===== src/design/ghi_pkg.sv =====
// Shared types, widths and constants for the gyro heading integrator.
// No dependencies; used by ghi_mul, ghi_ctrl and gyro_heading_integrator.
package ghi_pkg;

  localparam int RATE_W    = 16;
  localparam int TIME_W    = 32;
  localparam int HEAD_W    = 64;
  localparam int WEIGHT_W  = 16;
  localparam int DBAND_W   = 15;
  localparam int DINT_W    = 20;
  localparam int FACC_W    = 32;
  localparam int CFG_IDX_W = 2;
  localparam int CFG_DAT_W = 20;

  // shared multiplier operand and product widths
  localparam int MUL_A_W = 18;
  localparam int MUL_B_W = 33;
  localparam int MUL_P_W = MUL_A_W + MUL_B_W;

  // configuration register indexes
  localparam logic [CFG_IDX_W-1:0] REG_FILTER_WEIGHT    = 2'd0;
  localparam logic [CFG_IDX_W-1:0] REG_DEAD_BAND        = 2'd1;
  localparam logic [CFG_IDX_W-1:0] REG_DEFAULT_INTERVAL = 2'd2;

  localparam logic [WEIGHT_W-1:0] FILTER_WEIGHT_RST    = 16'd19661;
  localparam logic [DBAND_W-1:0]  DEAD_BAND_RST        = 15'd48;
  localparam logic [DINT_W-1:0]   DEFAULT_INTERVAL_RST = 20'd1000;

  // multiplier operand selection
  typedef enum logic [1:0] {
    MUL_SEL_NONE = 2'd0,
    MUL_SEL_W    = 2'd1,
    MUL_SEL_C    = 2'd2,
    MUL_SEL_DT   = 2'd3
  } mul_sel_t;

  // filter accumulator limits, Q16.16 of the int16 range
  localparam logic signed [47:0] FACC_MAX = 48'sh0000_7FFF_0000;
  localparam logic signed [47:0] FACC_MIN = -48'sh0000_8000_0000;

  localparam logic signed [HEAD_W-1:0] HEAD_MAX = 64'sh7FFF_FFFF_FFFF_FFFF;
  localparam logic signed [HEAD_W-1:0] HEAD_MIN = 64'sh8000_0000_0000_0000;

  typedef struct packed {
    logic     busy;
    logic     take;
    mul_sel_t mul_sel;
    logic     mul_w;
    logic     mul_c;
    logic     filt;
    logic     rate;
    logic     mul_dt;
    logic     commit;
  } ctrl_t;

endpackage


===== src/design/ghi_mul.sv =====
// Shared signed multiplier used for filter weighting and rate times interval.
// Depends on ghi_pkg for operand widths.
module ghi_mul (
  input  logic signed [ghi_pkg::MUL_A_W-1:0] op_a,
  input  logic signed [ghi_pkg::MUL_B_W-1:0] op_b,
  output logic signed [ghi_pkg::MUL_P_W-1:0] prod
);

  assign prod = op_a * op_b;

endmodule


===== config.mk =====
export PLATFORM = sky130hd
export DESIGN_NAME = ghi_mul
export DESIGN_NICKNAME = d
export VERILOG_FILES = /design/src/design/ghi_pkg.sv /design/src/design/ghi_mul.sv
export SDC_FILE = /design/constraint.sdc
export NUM_CORES = 2
export LEC_CHECK = 0
export ABC_CLOCK_PERIOD_IN_PS = 13600
export BUFFER_PORTS_ARGS = -buffer_cell sky130_fd_sc_hd__buf_2
export CAP_MARGIN = 0
export CORE_MARGIN = 1.5
export CORE_UTILIZATION = 25
export DETAILED_ROUTE_END_ITERATION = 6
export GPL_TIMING_DRIVEN = 0
export PLACE_DENSITY = 0.41
export SLEW_MARGIN = 30
export SYNTH_ARGS = -nofsm -noshare
export SYNTH_HDL_FRONTEND = slang
export SYNTH_SLANG_ARGS = --single-unit
export TNS_END_PERCENT = 10

===== constraint.sdc =====
create_clock -name vclk -period 13.6
set_input_delay 0.68 -clock vclk [all_inputs]
set_output_delay 0.68 -clock vclk [all_outputs]
set_load 0.03 [all_outputs]

==> impl_metrics.xml <==
<?xml version="1.0" encoding="UTF-8"?>
<metrics>
  <group name="placed_design">
    <metric name="post_detail_place_hpwl" unit="um">61600</metric>
    <metric name="placed_cells_incl_taps" unit="">3518</metric>
    <metric name="place_congestion" unit="">0.8805</metric>
    <metric name="port_buffers" unit="">89</metric>
  </group>
  <group name="timing">
    <metric name="slew-limit-headroom" unit="%">35.31</metric>
    <metric name="clock.fmax" unit="MHz">105.8</metric>
    <metric name="finalHoldViolations" unit="">0</metric>
    <metric name="period_share" unit="%">69.50</metric>
    <metric name="hold_ws" unit="ns">1.821</metric>
    <metric name="setup_viol" unit="">0</metric>
    <metric name="final_slew_viol_count" unit="">0</metric>
    <metric name="grt_setup_unrepaired" unit="">no</metric>
    <metric name="worst-slew-pin-transition" unit="ns">0.9703</metric>
    <metric name="finalSetupTns" unit="ns">0</metric>
    <metric name="period_needed" unit="ns">9.452</metric>
  </group>
  <group name="global_routing">
    <metric name="via_count_of_the_first_global_routing_pass" unit="">17330</metric>
    <metric name="grt_first_pass_wirelength" unit="um">109800</metric>
    <metric name="grt_antenna_before_repair" unit="">5</metric>
    <metric name="grt.overflow.total" unit="">0</metric>
    <metric name="globalRouteTotalUtil" unit="%">17.09</metric>
    <metric name="grt_max_degree" unit="">11</metric>
  </group>
  <group name="setup_path">
    <metric name="crit_path_cell_trace" unit="">clkbuf_1 -&gt; clkbuf_1 -&gt; nand2_1 -&gt; fa_1 -&gt; fa_1 -&gt; fa_1 -&gt; inv_1 -&gt; fa_1 -&gt; fa_1 -&gt; inv_1 -&gt; fa_1 -&gt; inv_1 -&gt; ha_1 -&gt; clkbuf_1 -&gt; nand3_1 -&gt; nor4_1 -&gt; o211ai_1 -&gt; o211a_1 -&gt; a211oi_2 -&gt; o41ai_2 -&gt; o21ai_0 -&gt; xor2_1 -&gt; buf_2</metric>
    <metric name="start_kind" unit="">input pin</metric>
    <metric name="worstPathArrival" unit="ns">8.77</metric>
    <metric name="critical_path.endpoint" unit="">prod[47]</metric>
    <metric name="timing.critical_path.from" unit="">op_b[20]</metric>
    <metric name="critical_path_class" unit="">input pin to primary output</metric>
    <metric name="timing.critical_path.slowest_cell_delay" unit="ns">0.66</metric>
    <metric name="crit_path_frequent_cell" unit="">fa_1</metric>
    <metric name="crit_path_max_fanout" unit="">10</metric>
    <metric name="cp_data_required_time" unit="ns">12.92</metric>
    <metric name="cpMaxStageDelayCell" unit="">clkbuf_1</metric>
    <metric name="crit_path_end_kind" unit="">primary output</metric>
  </group>
  <group name="route">
    <metric name="num_vias" unit="">15350</metric>
    <metric name="drt_iter0_markers" unit="">697</metric>
    <metric name="routed_wl" unit="um">70110</metric>
    <metric name="drt-vias-per-instance" unit="">4.361</metric>
    <metric name="wire_per_inst" unit="um">19.92</metric>
    <metric name="drc" unit="">0</metric>
    <metric name="drt_pass1_iterations" unit="">5</metric>
    <metric name="final_antenna_net_count" unit="">0</metric>
  </group>
  <group name="cells_and_area">
    <metric name="fin_util" unit="%">27.42</metric>
    <metric name="fraction_of_layout_cells_with_a_size_suffix_above_1" unit="%">5.106</metric>
    <metric name="fillerInstances" unit="">8874</metric>
    <metric name="design.seq.count" unit="">0</metric>
    <metric name="syn2layout_area_growth" unit="%">8.652</metric>
    <metric name="clkbuf_count" unit="">0</metric>
    <metric name="final_non_filler_cell_total" unit="">3519</metric>
    <metric name="layout.nets" unit="">3193</metric>
    <metric name="final-seq-area" unit="um^2">0</metric>
  </group>
  <group name="die">
    <metric name="die_w" unit="um">290.9</metric>
    <metric name="io_pins" unit="">102</metric>
    <metric name="core_area" unit="mm^2">0.08211</metric>
    <metric name="die_area" unit="mm^2">0.08463</metric>
    <metric name="placementRows" unit="">105</metric>
    <metric name="die_y" unit="um">290.9</metric>
    <metric name="initial_core_util" unit="%">25.24</metric>
  </group>
  <group name="clock_tree">
    <metric name="post_cts_buffers" unit="">0</metric>
    <metric name="post_cts_hold_buffer_count" unit="">0</metric>
    <metric name="cts.repair.resized" unit="">0</metric>
  </group>
  <group name="synth">
    <metric name="yosys.cell_types.count" unit="">64</metric>
    <metric name="synth_fp_nets" unit="">3102</metric>
    <metric name="syn_avg_cell_area" unit="um^2">8.784</metric>
    <metric name="sequential_to_total_area_share_from_yosys_stat" unit="%">0</metric>
    <metric name="netlist_instances" unit="">2359</metric>
    <metric name="synth-warning-count" unit="">0</metric>
    <metric name="synthesis.area" unit="mm^2">0.02072</metric>
  </group>
  <group name="min_path">
    <metric name="min-delay-path-class" unit="">input pin to primary output</metric>
  </group>
  <group name="outcome">
    <metric name="status" unit="">complete, no violations</metric>
  </group>
  <group name="flow_run">
    <metric name="maxCapViolations" unit="">0</metric>
  </group>
</metrics>
-- layer usage --
metal | wire length (um) | part of all wire (%) | GRT usage, % | vias to the layer above
met5 | 0 | 0 | 0 | -
met4 | 1215 | 1.7 | 2.465 | 0
met3 | 2866 | 4.1 | 1.054 | 43
met2 | 34890 | 50 | 30.15 | 352
met1 | 31140 | 44 | 23.45 | 8015
li1 | - | - | - | 6938
-- Yosys cell counts, types with 8 or more instances --
library cell | count | area [um^2]
inv_1 | 622 | 2335
fa_1 | 569 | 11390
nand2_1 | 363 | 1363
and2_1 | 230 | 1439
ha_1 | 123 | 1539
clkbuf_1 | 112 | 420.4
nor2_1 | 55 | 206.5
a21oi_1 | 43 | 215.2
xnor2_1 | 36 | 315.3
o21ai_0 | 23 | 115.1
a21o_1 | 20 | 150.1
nand3_1 | 19 | 95.09
nand2b_1 | 13 | 81.33
xor2_1 | 13 | 113.9
a31oi_1 | 9 | 56.30
buf_2 | 9 | 45.04
o21a_1 | 9 | 67.56
nand4_1 | 8 | 50.05
-- critical path, delay by kind of cell --
kind | cells | cell delay (ns)
and+or+nand+nor | 3 | 1.05
xor gates and xnor gates | 1 | 0.20
buffers and inverters | 7 | 1.96
AOI/OAI and AO/OA | 5 | 1.49
adders and majority gates | 7 | 3.37
-- cells by family (layout without fill, tap and decap cells) --
| family | after synthesis | count (layout) | synth area share (%) |
|---|---|---|---|
| buffers and inverters | 746 | 835 | 13.64 |
| AO/OA/AOI/OAI | 150 | 150 | 5.042 |
| adder cells (fa/ha/maj) | 692 | 692 | 62.40 |
| AND/OR/NAND/NOR | 720 | 720 | 16.76 |
| XOR/XNOR | 49 | 49 | 2.071 |
| multiplexers | 2 | 2 | 0.09661 |
| other | 0 | 1 | 0 |
-- cells in the final DEF, fill, tap and decap left out, types with 6 or more instances in the layout --
cell        n
a31oi_1     8
nor2_1     55
o21bai_1    6
xor2_1     13
nand3_1    19
o21a_1      9
clkbuf_1  112
a21o_1     20
inv_1     622
and2_1    230
ha_1      123
nand2_1   363
fa_1      569
nand4_1     8
nor3_1      7
o21ai_0    23
nand2b_1   13
a21oi_1    43
buf_2      98
xnor2_1    36
-- worst min-delay path by stage --
stage               cells after the start       to  startpoint
CTS                                     3  prod[0]     op_a[0]
detailed placement                      3  prod[0]     op_a[0]
finish                                  3  prod[0]     op_a[0]
floorplan                               1  prod[0]     op_a[0]
global placement                        3  prod[0]     op_a[0]
global route                            3  prod[0]     op_a[0]
-- per-stage QoR --
step / area [um^2] / setup WS (ns)
2_1_floorplan: 20720 / 6.359
3_3_place_gp: 22510 / 4.236
3_5_place_dp: 22510 / 4.244
4_1_cts: 22510 / 4.225
5_1_grt: 22520 / 3.872
6_report: 22520 / 4.148
-- cell type report --
cell class                 count  area, um^2  area share [%]
antenna                        1       2.502         0.01111
buffer                       124       491.7           2.184
inverter                     622        2335           10.37
multi-input combinational   1613       17900           79.51
tap                         1070        1339           5.946
timing repair buffer          89       445.4           1.978
Power is left out: the tool's default activity adds up to more than one toggle a clock period on the data nets, which glitch-free logic cannot reach.
