[src/design/ghi_pkg.sv]
// Shared types, widths and constants for the gyro heading integrator.
// No dependencies; used by ghi_mul, ghi_ctrl and gyro_heading_integrator.
package ghi_pkg;

  localparam int RATE_W    = 16;
  localparam int TIME_W    = 32;
  localparam int HEAD_W    = 64;
  localparam int WEIGHT_W  = 16;
  localparam int DBAND_W   = 15;
  localparam int DINT_W    = 20;
  localparam int FACC_W    = 32;
  localparam int CFG_IDX_W = 2;
  localparam int CFG_DAT_W = 20;

  // shared multiplier operand and product widths
  localparam int MUL_A_W = 18;
  localparam int MUL_B_W = 33;
  localparam int MUL_P_W = MUL_A_W + MUL_B_W;

  // configuration register indexes
  localparam logic [CFG_IDX_W-1:0] REG_FILTER_WEIGHT    = 2'd0;
  localparam logic [CFG_IDX_W-1:0] REG_DEAD_BAND        = 2'd1;
  localparam logic [CFG_IDX_W-1:0] REG_DEFAULT_INTERVAL = 2'd2;

  localparam logic [WEIGHT_W-1:0] FILTER_WEIGHT_RST    = 16'd19661;
  localparam logic [DBAND_W-1:0]  DEAD_BAND_RST        = 15'd48;
  localparam logic [DINT_W-1:0]   DEFAULT_INTERVAL_RST = 20'd1000;

  // multiplier operand selection
  typedef enum logic [1:0] {
    MUL_SEL_NONE = 2'd0,
    MUL_SEL_W    = 2'd1,
    MUL_SEL_C    = 2'd2,
    MUL_SEL_DT   = 2'd3
  } mul_sel_t;

  // filter accumulator limits, Q16.16 of the int16 range
  localparam logic signed [47:0] FACC_MAX = 48'sh0000_7FFF_0000;
  localparam logic signed [47:0] FACC_MIN = -48'sh0000_8000_0000;

  localparam logic signed [HEAD_W-1:0] HEAD_MAX = 64'sh7FFF_FFFF_FFFF_FFFF;
  localparam logic signed [HEAD_W-1:0] HEAD_MIN = 64'sh8000_0000_0000_0000;

  typedef struct packed {
    logic     busy;
    logic     take;
    mul_sel_t mul_sel;
    logic     mul_w;
    logic     mul_c;
    logic     filt;
    logic     rate;
    logic     mul_dt;
    logic     commit;
  } ctrl_t;

endpackage

[src/design/ghi_ctrl.sv]
// Step sequencer for the gyro heading integrator.
// Depends on ghi_pkg for the control struct and multiplier selects.
module ghi_ctrl (
  input  logic           clk,
  input  logic           rst_n,
  input  logic           in_valid,
  input  logic           out_free,
  output ghi_pkg::ctrl_t ctrl
);

  typedef enum logic [6:0] {
    S_IDLE  = 7'b0000001,
    S_MULW  = 7'b0000010,
    S_MULC  = 7'b0000100,
    S_FILT  = 7'b0001000,
    S_RATE  = 7'b0010000,
    S_MULDT = 7'b0100000,
    S_ADD   = 7'b1000000
  } state_t;

  state_t state_r, state_nxt;

  always_comb begin
    state_nxt = state_r;
    case (state_r)
      S_IDLE:  if (in_valid) state_nxt = S_MULW;
      S_MULW:  state_nxt = S_MULC;
      S_MULC:  state_nxt = S_FILT;
      S_FILT:  state_nxt = S_RATE;
      S_RATE:  state_nxt = S_MULDT;
      S_MULDT: state_nxt = S_ADD;
      S_ADD:   if (out_free) state_nxt = S_IDLE;
      default: state_nxt = S_IDLE;
    endcase
  end

  always_ff @(posedge clk) begin
    if (!rst_n) begin
      state_r <= S_IDLE;
    end else begin
      state_r <= state_nxt;
    end
  end

  always_comb begin
    ctrl.busy    = (state_r != S_IDLE);
    ctrl.take    = (state_r == S_IDLE) && in_valid;
    ctrl.mul_w   = (state_r == S_MULW);
    ctrl.mul_c   = (state_r == S_MULC);
    ctrl.filt    = (state_r == S_FILT);
    ctrl.rate    = (state_r == S_RATE);
    ctrl.mul_dt  = (state_r == S_MULDT);
    ctrl.commit  = (state_r == S_ADD) && out_free;
    case (state_r)
      S_MULW:  ctrl.mul_sel = ghi_pkg::MUL_SEL_W;
      S_MULC:  ctrl.mul_sel = ghi_pkg::MUL_SEL_C;
      S_MULDT: ctrl.mul_sel = ghi_pkg::MUL_SEL_DT;
      default: ctrl.mul_sel = ghi_pkg::MUL_SEL_NONE;
    endcase
  end

endmodule

[config.mk]
export PLATFORM = sky130hd
export DESIGN_NAME = ghi_ctrl
export DESIGN_NICKNAME = d
export VERILOG_FILES = /design/src/design/ghi_pkg.sv /design/src/design/ghi_ctrl.sv
export SDC_FILE = /design/constraint.sdc
export NUM_CORES = 1
export LEC_CHECK = 0
export BUFFER_PORTS_ARGS = -buffer_cell sky130_fd_sc_hd__buf_4
export CORE_AREA = 5 5 42 44
export DETAILED_ROUTE_END_ITERATION = 12
export DIE_AREA = 0 0 47 49
export PLACE_DENSITY_LB_ADDON = 0.12
export SYNTH_ARGS = -nofsm -noshare
export SYNTH_HDL_FRONTEND = slang
export SYNTH_SLANG_ARGS = --single-unit
[constraint.sdc]
create_clock -name clk -period 1.3 [get_ports clk]
set_input_delay 0.39 -clock clk [delete_from_list [all_inputs] [get_ports clk]]
set_output_delay 0.39 -clock clk [all_outputs]
set_load 0.01 [all_outputs]
==> results of run 1 <==
## metrics by stage
| step | total power [W] | hold slack, ns | setup WS, ns | instance area [sq um] | setup TNS, ns |
|---|---|---|---|---|---|
| after floorplan | 0.000381 | 0.512 | -0.0691 | 460 | -0.296 |
| after global placement | 0.000489 | 0.631 | -0.165 | 686 | -1.16 |
| after detailed placement | 0.000490 | 0.645 | -0.155 | 686 | -1.16 |
| after CTS | 0.000741 | 0.370 | -0.416 | 820 | -3.76 |
| after global routing | 0.000805 | 0.360 | -0.518 | 851 | -5.20 |
| final | 0.000742 | 0.375 | -0.431 | 851 | -3.89 |
## worst reg2reg max path, stage by stage (launching register included)
cell	delay, ns
dfxtp_2	0.34
nor3_4	0.23
nand2_2	0.09
or2_4	0.25
buf_4	0.14
buf_6	0.10
buf_4	0.12
a21oi_2	0.11
## cell usage in the layout, fill, tap and decap left out, types with 2 or more instances in the layout
cell type and n:
buf_4 30, buf_6 5, nand2_2 4, nor3b_2 4, dfxtp_2 4, nor2_1 3, clkbuf_4 3, nor3_4 2
inv_2 2, a21oi_2 2, nor2_2 2, nand2_1 2, o21ai_1 2, nor3_1 2, and3_1 2, dfxtp_4 2
## layer usage
metal,part of all wire,GRT usage,routed length (um)
met5,0,0,0
met4,0,0.0553,0
met1,0.41,0.164,562
met2,0.57,0.222,770
met3,0.019,0.0480,26
## cells by family (layout without fill, tap and decap cells)
family                 after synthesis  in the layout  share of synthesized area
AO/OA/AOI/OAI                        7              7                      0.125
XOR/XNOR                             2              2                     0.0406
buffers and inverters                5             42                     0.0551
flip-flops                           7              7                      0.325
AND/OR/NAND/NOR                     31             31                      0.455
## what timing repair did
action                     CTS  global route
gates cloned                 0             0
gates resized for setup     19             6
setup buffers                5             1
pin swaps                   10             3
setup endpoints to repair   13            16
## layout make-up
type                            count  area [sq um]
Fill cell                         134           551
Multi-Input combinational cell     40           358
Timing Repair Buffer               35           282
Sequential cell                     7           153
Clock buffer                        3          22.5
Tap cell                           16          20.0
Inverter                            3          11.3
Clock inverter                      1          5.00
## worst paths after layout
| path | slack, ns | cells past startpoint | start | end |
|---|---|---|---|---|
| setup / recovery | -0.43 | 4 | state_r[5] | ctrl[6] |
| hold / removal | 0.37 | 2 | rst_n | state_r[1] |
| setup reg to reg | -0.14 | 7 | state_r[3] | state_r[6] |
| hold reg to reg | 0.68 | 4 | state_r[4] | state_r[2] |
## power by group through the flow
stage,logic [W],clock network [W],registers (W)
after floorplan,0.000137,0,0.000244
after global placement,0.000234,0,0.000255
after detailed placement,0.000234,0,0.000255
after CTS,0.000272,0.000214,0.000254
after global routing,0.000318,0.000231,0.000256
final,0.000286,0.000201,0.000255
==> summary.txt, run 1 <==
Synth
  – Gate Count Post-Synth: 52
  – Sequential share of the synthesized area: 0.325
  – Asr flop ratio synth: 0
  – Most numerous cell in the Yosys netlist: dfxtp_1
  – EDFF count, synth: 0
  – Post-Syn Area per Cell: 8.30 sq um
  – #FFs+latches synth: 7
  – Synth top cells by count: dfxtp_1, nand2_1, nor2_1, inv_1, nor3_1
  – Synth area leader: dfxtp_1
  – Synth warn: 0
  – Top cells by area, synth: dfxtp_1, nor3b_2, nand2_1
  – Yosys cell types: 27
  – Post-synth top flop: dfxtp_1
  – Post-synthesis net count: 56
  – Mapped Area: 432 sq um
  – Synth top area share: 0.325

STA
  – Final worst path period need: 1.73 ns
  – Fin. Hold Viols: 0
  – # setup viols final: 12
  – Final slew viol count: 0
  – Fmax: slightly below 600 MHz
  – Final setup margin: -0.431 ns
  – Worst relative slew slack: 0.788
  – Fin crit share: 1.33
  – Clock Skews: 0.00506 ns
  – Worst slew pin tran: 0.317 ns
  – RSZ-0062 raised after global routing: yes

Power
  – Combinational power share: 0.386
  – Max IR drop VDD: 0.539 mV
  – Pint: 0.000490 W
  – Switch Pwr: 0.000252 W
  – Flop pwr share: 0.343
  – Pwr/cell area: 872 nW/um^2
  – Clock power frac: 0.271
  – Leakage power: 0.386 nW
  – Switching Fraction: 0.340

Layout
  – Max reg flops: 7
  – Post-layout util: 0.607
  – N_diodes: 0
  – Layout overhead on the synthesized area: 97.1%
  – Biggest register: state_r
  – Non-Filler Instances: roughly 110
  – Final net count: 94
  – Biggest regs: state_r: 7 flops
  – Layout cells sized above 1: 0.787

Floorplanning
  – DIE WIDTH: roughly 47 um
  – CORE AREA: around 1400 sq um
  – # rows: 14
  – Initial Util: 0.308
  – Io pins: 14
  – Die area: between 2000 and 2500 sq um
  – Die Y: approximately 50 um

Global routing
  – First-pass GRT wire length: 2300 um
  – Largest net degree at the start of global routing: 7
  – Vias in the first global route: 534
  – Total GRT Usage: 0.139
  – Total gr overflow: 0
  – Antenna violations before repair: 0

Placed design
  – Post-DP HPWL: roughly 900 um
  – Global placer's final weighted congestion: ~0.75
  – Cells after DPL: 95
  – Port Buffer Count: 13

Route
  – Post-Route WL: 1360 um
  – Number of vias per cell: 4.70
  – Drt pass-1 iters: 3
  – Drt drc: 0
  – Vias: around 490
  – Iter 0 DRT Violations: 5
  – Wire length per cell: 12.9 um
  – Antenna viol nets, final: 0

Critical path
  – CP max stage cell: dfxtp_4
  – Crit path required time: 0.91 ns
  – Kind of start point of the critical path: flip-flop
  – Largest delay share family, worst path: flip-flops
  – Slowest cell delay on critical path: around 0.36 ns
  – CP Class: reg -> out
  – Worst Path Buf+Inv: 2
  – CP max FO: 3
  – Most frequent CP cell: buf_4
  – Crit-path cells: buf_4 -> or2b_1 -> a21oi_2 -> buf_4
  – Worst EP arrival: 1.34 ns
  – Worst setup EP type: primary output

Clock tree
  – Clk pin slew, worst setup/hold paths: about 0.060 ns
  – # hold bufs at CTS: 0
  – Root Buffer: clkbuf_4
  – H-Tree Level Count: 1
  – Clk Latency, worst-skew pair: around 0.26 ns
  – Clock tree buffer depth: 2
  – CTS tree: done
  – CTS Sinks: 7
  – Num CTS Buffers: 3

Run
  – Maxcap violations: 0

Outcome
  – Failing checks: setup timing
  – Status: finished with violations

Hold path
  – Hold WC Path Type: in -> reg
Note: power is estimated with default switching activity, not from simulation.
==> run 2, diff against run 1 <==
--- a/config.mk
+++ b/config.mk
@@ -9,7 +9,7 @@
 export CORE_AREA = 5 5 42 44
 export DETAILED_ROUTE_END_ITERATION = 12
 export DIE_AREA = 0 0 47 49
-export PLACE_DENSITY_LB_ADDON = 0.12
+export PLACE_DENSITY = 0.61
 export SYNTH_ARGS = -nofsm -noshare
 export SYNTH_HDL_FRONTEND = slang
 export SYNTH_SLANG_ARGS = --single-unit
==> run 2 against run 1 <==
The flow still finishes with violations (setup timing). Global-route usage fell by 2.3 points. Power rose by 0.79%. Maximum frequency rose by 0.39%. Combinational power barely moved. Setup slack improved by 0.0067 ns. Sequential power barely moved. Die area did not move. Flip-flop and latch count did not move. Critical path type unchanged. Largest cell class unchanged. Highest routed layer unchanged.
==> summary.txt, run 2 (synthesis gave the netlist of run 1 again) <==
Critical path
  – Largest delay share family, worst path: simple AND/OR/NAND/NOR gates
  – CP max FO: 3
  – Crit path required time: 0.91 ns
  – CP max stage cell: dfxtp_2
  – CP Class: reg -> out
  – Worst EP arrival: 1.33 ns
  – Crit-path cells: nor3_4 -> nand2_2 -> or2_4 -> nand2_2 -> buf_6
  – Worst Path Buf+Inv: 1
  – Slowest cell delay on critical path: 0.33 ns
  – FF-to-FF Start: state_r[5]
  – Most frequent CP cell: nand2_2
  – Critical path origin: state_r[4]
  – Worst setup EP type: primary output
  – Kind of start point of the critical path: flip-flop

STA
  – Final worst path period need: 1.72 ns
  – Fmax: 580 MHz
  – TNS Setup: -3.90 ns
  – Fin crit share: 1.33
  – # setup viols final: 12
  – Fin. Hold Viols: 0
  – Worst relative slew slack: 0.816
  – Clock Skews: about 0.0014 ns
  – Final setup margin: -0.425 ns
  – Worst slew pin tran: 0.271 ns
  – RSZ-0062 raised after global routing: yes
  – Final slew viol count: 0

Power
  – Flop pwr share: 0.339
  – Clock power frac: 0.275
  – Combinational power share: 0.386
  – Pwr/cell area: between 900 and 1000 nW/um^2
  – Max IR drop VDD: 0.716 mV
  – Pint: 0.000499 W
  – Leakage power: 0.365 nW
  – Switching Fraction: 0.333
  – Switch Pwr: 0.000249 W

Clock tree
  – Clock tree buffer depth: 2
  – Clk Latency, worst-skew pair: 0.26 ns
  – Num CTS Buffers: 3
  – CTS tree: done
  – Root Buffer: clkbuf_4
  – Clk pin slew, worst setup/hold paths: 0.06 ns
  – H-Tree Level Count: 1
  – CTS Sinks: 7

Placed design
  – Port Buffer Count: 13
  – Post-DP HPWL: between 800 and 900 um
  – Cells after DPL: 94
  – Global placer's final weighted congestion: 0.752

Global routing
  – Vias in the first global route: ~470
  – Total GRT Usage: 0.117
  – First-pass GRT wire length: 1940 um
  – Largest net degree at the start of global routing: 7
  – Antenna violations before repair: 0
  – Total gr overflow: 0

Route
  – Antenna viol nets, final: 0
  – Vias: approximately 490
  – Post-Route WL: 1200 um
  – Wire length per cell: 11.9 um
  – Iter 0 DRT Violations: 10
  – Drt drc: 0
  – Number of vias per cell: 4.84
  – Drt pass-1 iters: 4

Layout
  – Biggest register: state_r
  – Layout cells sized above 1: 0.729
  – Max reg flops: 7
  – Layout overhead on the synthesized area: 83.2%
  – Final net count: 90
  – Biggest regs: state_r: 7 flops
  – Commonest non-fill, non-tap cell in the layout: buf_4
  – N_diodes: 0
  – Commonest non-fill, non-tap cells in the layout: buf_4, dfxtp_2, nand2_2, nor3b_2, buf_6
  – Non-Filler Instances: 101

Outcome
  – Failing checks: setup timing
  – Status: finished with violations

Floorplanning
  – DIE WIDTH: between 40 and 50 um
  – Die Y: between 40 and 50 um
  – Io pins: 14
  – Initial Util: 0.308
  – Die area: 2300 sq um
  – CORE AREA: about 1400 sq um
  – # rows: 14

Hold path
  – Hold Startpoint: rst_n
  – Hold WC Path Type: in -> reg

Run
  – Maxcap violations: 0
[run 2: changes by cell type in the layout (fill, tap and decap cells not counted), sizes merged]
cell  change
buf       -4
[run 2: repair_timing]
item,in CTS,in global routing
hold buffers,0,0
setup buffers,3,0
endpoints found under the setup margin,14,16
pin swaps,5,1
gates resized for setup,5,11
[run 2: final cells by class]
type	count	area, sq um
inverters	3	11.3
clock buffers	3	22.5
fillers	140	611
well taps	16	20.0
flip-flops and latches	7	146
clock inverters	1	5.00
repair buffers	31	248
multi-input cells	40	338
[run 2: final timing paths]
kind                            cells past startpoint  slack [ns]          to
worst max register to register                      5       -0.06  state_r[0]
worst max-delay path                                5       -0.42     ctrl[7]
worst min register to register                      3        0.67  state_r[3]
worst min-delay path                                2        0.38  state_r[1]
[run 2: power by group through the flow]
stage	Sequential (W)	Clock [W]	Combinational, W
floorplan	0.000244	0	0.000137
global placement	0.000256	0	0.000232
detailed placement	0.000255	0	0.000235
CTS	0.000253	0.000214	0.000260
global route	0.000255	0.000234	0.000317
finish	0.000253	0.000206	0.000289
[run 2: through the flow]
step / hold slack, ns / power (W) / util / worst slack, ns / instance area [sq um]
finish: 0.383 / 0.000748 / 0.564 / -0.425 / 791
global placement: 0.636 / 0.000488 / 0.484 / -0.152 / 678
CTS: 0.374 / 0.000726 / 0.529 / -0.432 / 742
global route: 0.374 / 0.000806 / 0.564 / -0.509 / 791
detailed placement: 0.631 / 0.000491 / 0.484 / -0.161 / 678
floorplan: 0.512 / 0.000381 / - / -0.0691 / 460
[run 2: layer usage]
metal  part of all wire  vias up  track usage
met4                  0        0       0.0553
met5                  0        -            0
met1               0.48      234        0.146
met3              0.033        0       0.0332
li1                   -      245            -
met2               0.48       10        0.176
==> run 3, diff against run 2 <==
--- a/config.mk
+++ b/config.mk
@@ -9,6 +9,7 @@
 export CORE_AREA = 5 5 42 44
 export DETAILED_ROUTE_END_ITERATION = 12
 export DIE_AREA = 0 0 47 49
+export GPL_TIMING_DRIVEN = 0
 export PLACE_DENSITY = 0.61
 export SYNTH_ARGS = -nofsm -noshare
 export SYNTH_HDL_FRONTEND = slang
==> run 3 against run 2 <==
The flow still finishes with violations (setup timing). Combinational power up 2%. Sequential share of layout area rose by 1.4 points. Power is 0.86% lower. Clock-buffer cell count is 1 higher. Setup slack lost 0.0013 ns. Sequential power about the same. Wire length rose by 3.3%. Clock power down 6%.
==> summary.txt, run 3 (synthesis gave the netlist of run 1 again) <==
STA
  – Final worst path period need: 1.73 ns
  – # setup viols final: 10
  – RSZ-0062 raised after global routing: yes
  – Final slew viol count: 0
  – Clock Skews: 0.00664 ns
  – Fin. Hold Viols: 0
  – Final setup margin: -0.426 ns
  – Fin crit share: 1.33
  – Fmax: 579 MHz
  – Worst slew pin tran: 0.296 ns
  – Worst relative slew slack: 0.802

Clock tree
  – CTS Sinks: 7
  – CTS tree: done
  – Clock tree buffer depth: 2
  – Clk pin slew, worst setup/hold paths: 0.05 ns
  – Num CTS Buffers: 3
  – Root Buffer: clkbuf_4
  – # hold bufs at CTS: 0
  – Clk Latency, worst-skew pair: 0.25 ns
  – H-Tree Level Count: 1

Critical path
  – Worst reg-to-reg path cell count: 5
  – Critical Path Sink: ctrl[7]
  – Critical path origin: state_r[4]
  – Crit path required time: 0.91 ns
  – Reg2Reg Setup Slack: 0.03 ns
  – Worst EP arrival: 1.34 ns
  – CP Class: reg -> out
  – Kind of start point of the critical path: flip-flop
  – FF-to-FF Start: state_r[2]
  – CP max FO: 3
  – Worst setup EP type: primary output
  – Reg2reg end: state_r[0]

Route
  – Routed wl met2: 694 um
  – Number of vias per cell: 4.83
  – Metal3 WL: about 50 um
  – Iter 0 DRT Violations: 2
  – Vias: 478
  – Antenna viol nets, final: 0
  – Post-Route WL: 1240 um
  – Top Layer Used: met3
  – Drt drc: 0
  – Wire length per cell: 12.5 um
  – Met1 wire length: 497 um
  – Drt pass-1 iters: 4

Power
  – Total power: 0.000742 W
  – Clock power frac: 0.260
  – Pwr/cell area: 920 nW/um^2
  – Switch Pwr: 0.000237 W
  – Leakage power: between 0.3 and 0.4 nW
  – Pint: about 0.00050 W
  – Flop pwr share: 0.343
  – Combinational power share: 0.397
  – Switching Fraction: 0.319
  – Max IR drop VDD: 0.606 mV

Layout
  – Layout cells sized above 1: 0.747
  – N_diodes: 0
  – Layout overhead on the synthesized area: 86.7%
  – Reg area: approximately 160 sq um
  – Max reg flops: 7
  – Commonest non-fill, non-tap cell in the layout: buf_4
  – Biggest regs: state_r: 7 flops
  – Post-layout util: 0.575
  – Layout fillers: around 120
  – Area of the multi-input gates: 344 sq um
  – Biggest register: state_r
  – Final net count: 88
  – Commonest non-fill, non-tap cells in the layout: buf_4, buf_6, dfxtp_4

Global routing
  – Vias in the first global route: 484
  – Total gr overflow: 0
  – Antenna violations before repair: 0
  – First-pass GRT wire length: 2020 um
  – Total GRT Usage: 0.117
  – Largest net degree at the start of global routing: 7

Floorplanning
  – CORE AREA: about 1400 sq um
  – Die Y: 49 um
  – # rows: 14
  – Io pins: 14
  – Die area: 2300 sq um
  – DIE WIDTH: 47 um
  – Initial Util: 0.308

Placed design
  – Global placer's final weighted congestion: 0.680
  – Post-DP HPWL: between 700 and 800 um
  – Port Buffer Count: 13
  – Dpl ws: -0.243 ns

Run
  – Maxcap violations: 0

Hold path
  – Hold WC Path Type: in -> reg

Outcome
  – Status: finished with violations
  – Failing checks: setup timing
==> run 3: what timing repair did <==
action | 4_1_cts | 5_1_grt
resized for setup | 16 | 12
pin swaps | 12 | 7
setup buffers | 12 | 4
endpoints found under the setup margin | 10 | 15
==> run 3: cell type report <==
class | count | share of cell area
multi-input combinational | 40 | 0.427
clock buffer | 4 | 0.0326
inverter | 3 | 0.0140
timing repair buffer | 29 | 0.303
sequential | 7 | 0.199
tap | 16 | 0.0248
==> run 3: per-stage QoR <==
step	cells	TNS [ns]	hold slack [ns]	instance area, sq um
finish	99	-3.76	0.383	806
global route	99	-4.62	0.389	806
CTS	95	-3.86	0.381	733
detailed placement	81	-1.55	0.634	578
global placement	81	-1.50	0.630	578
floorplan	52	-0.296	0.512	460
==> run 3: worst min path at each step <==
stage,from,end,slack [ns],cells past startpoint
floorplan,rst_n,state_r[1],0.51,1
global placement,state_r[4],state_r[4],0.63,2
detailed placement,rst_n,state_r[1],0.63,2
CTS,rst_n,state_r[1],0.38,2
global route,rst_n,state_r[1],0.39,2
finish,rst_n,state_r[1],0.38,2
==> run 3: power by group through the flow <==
stage                     logic, W  registers (W)  clock network, W
final                     0.000295       0.000254          0.000193
after global routing      0.000319       0.000256          0.000209
after CTS                 0.000241       0.000252          0.000199
after global placement    0.000194       0.000247                 0
after detailed placement  0.000195       0.000247                 0
after floorplan           0.000137       0.000244                 0
==> run 3: critical path, stage by stage (launching register included) <==
cell and delay (ns):
dfxtp_4 0.34, nor3_4 0.23, nand2_2 0.10, or2_4 0.25, nand2_2 0.06, buf_6 0.09
==> run 3: metal layers <==
layer,vias to the layer above,GRT usage
met5,-,0
li1,239,-
met4,0,0.0415
met2,10,0.192
met3,0,0.0369
met1,229,0.135
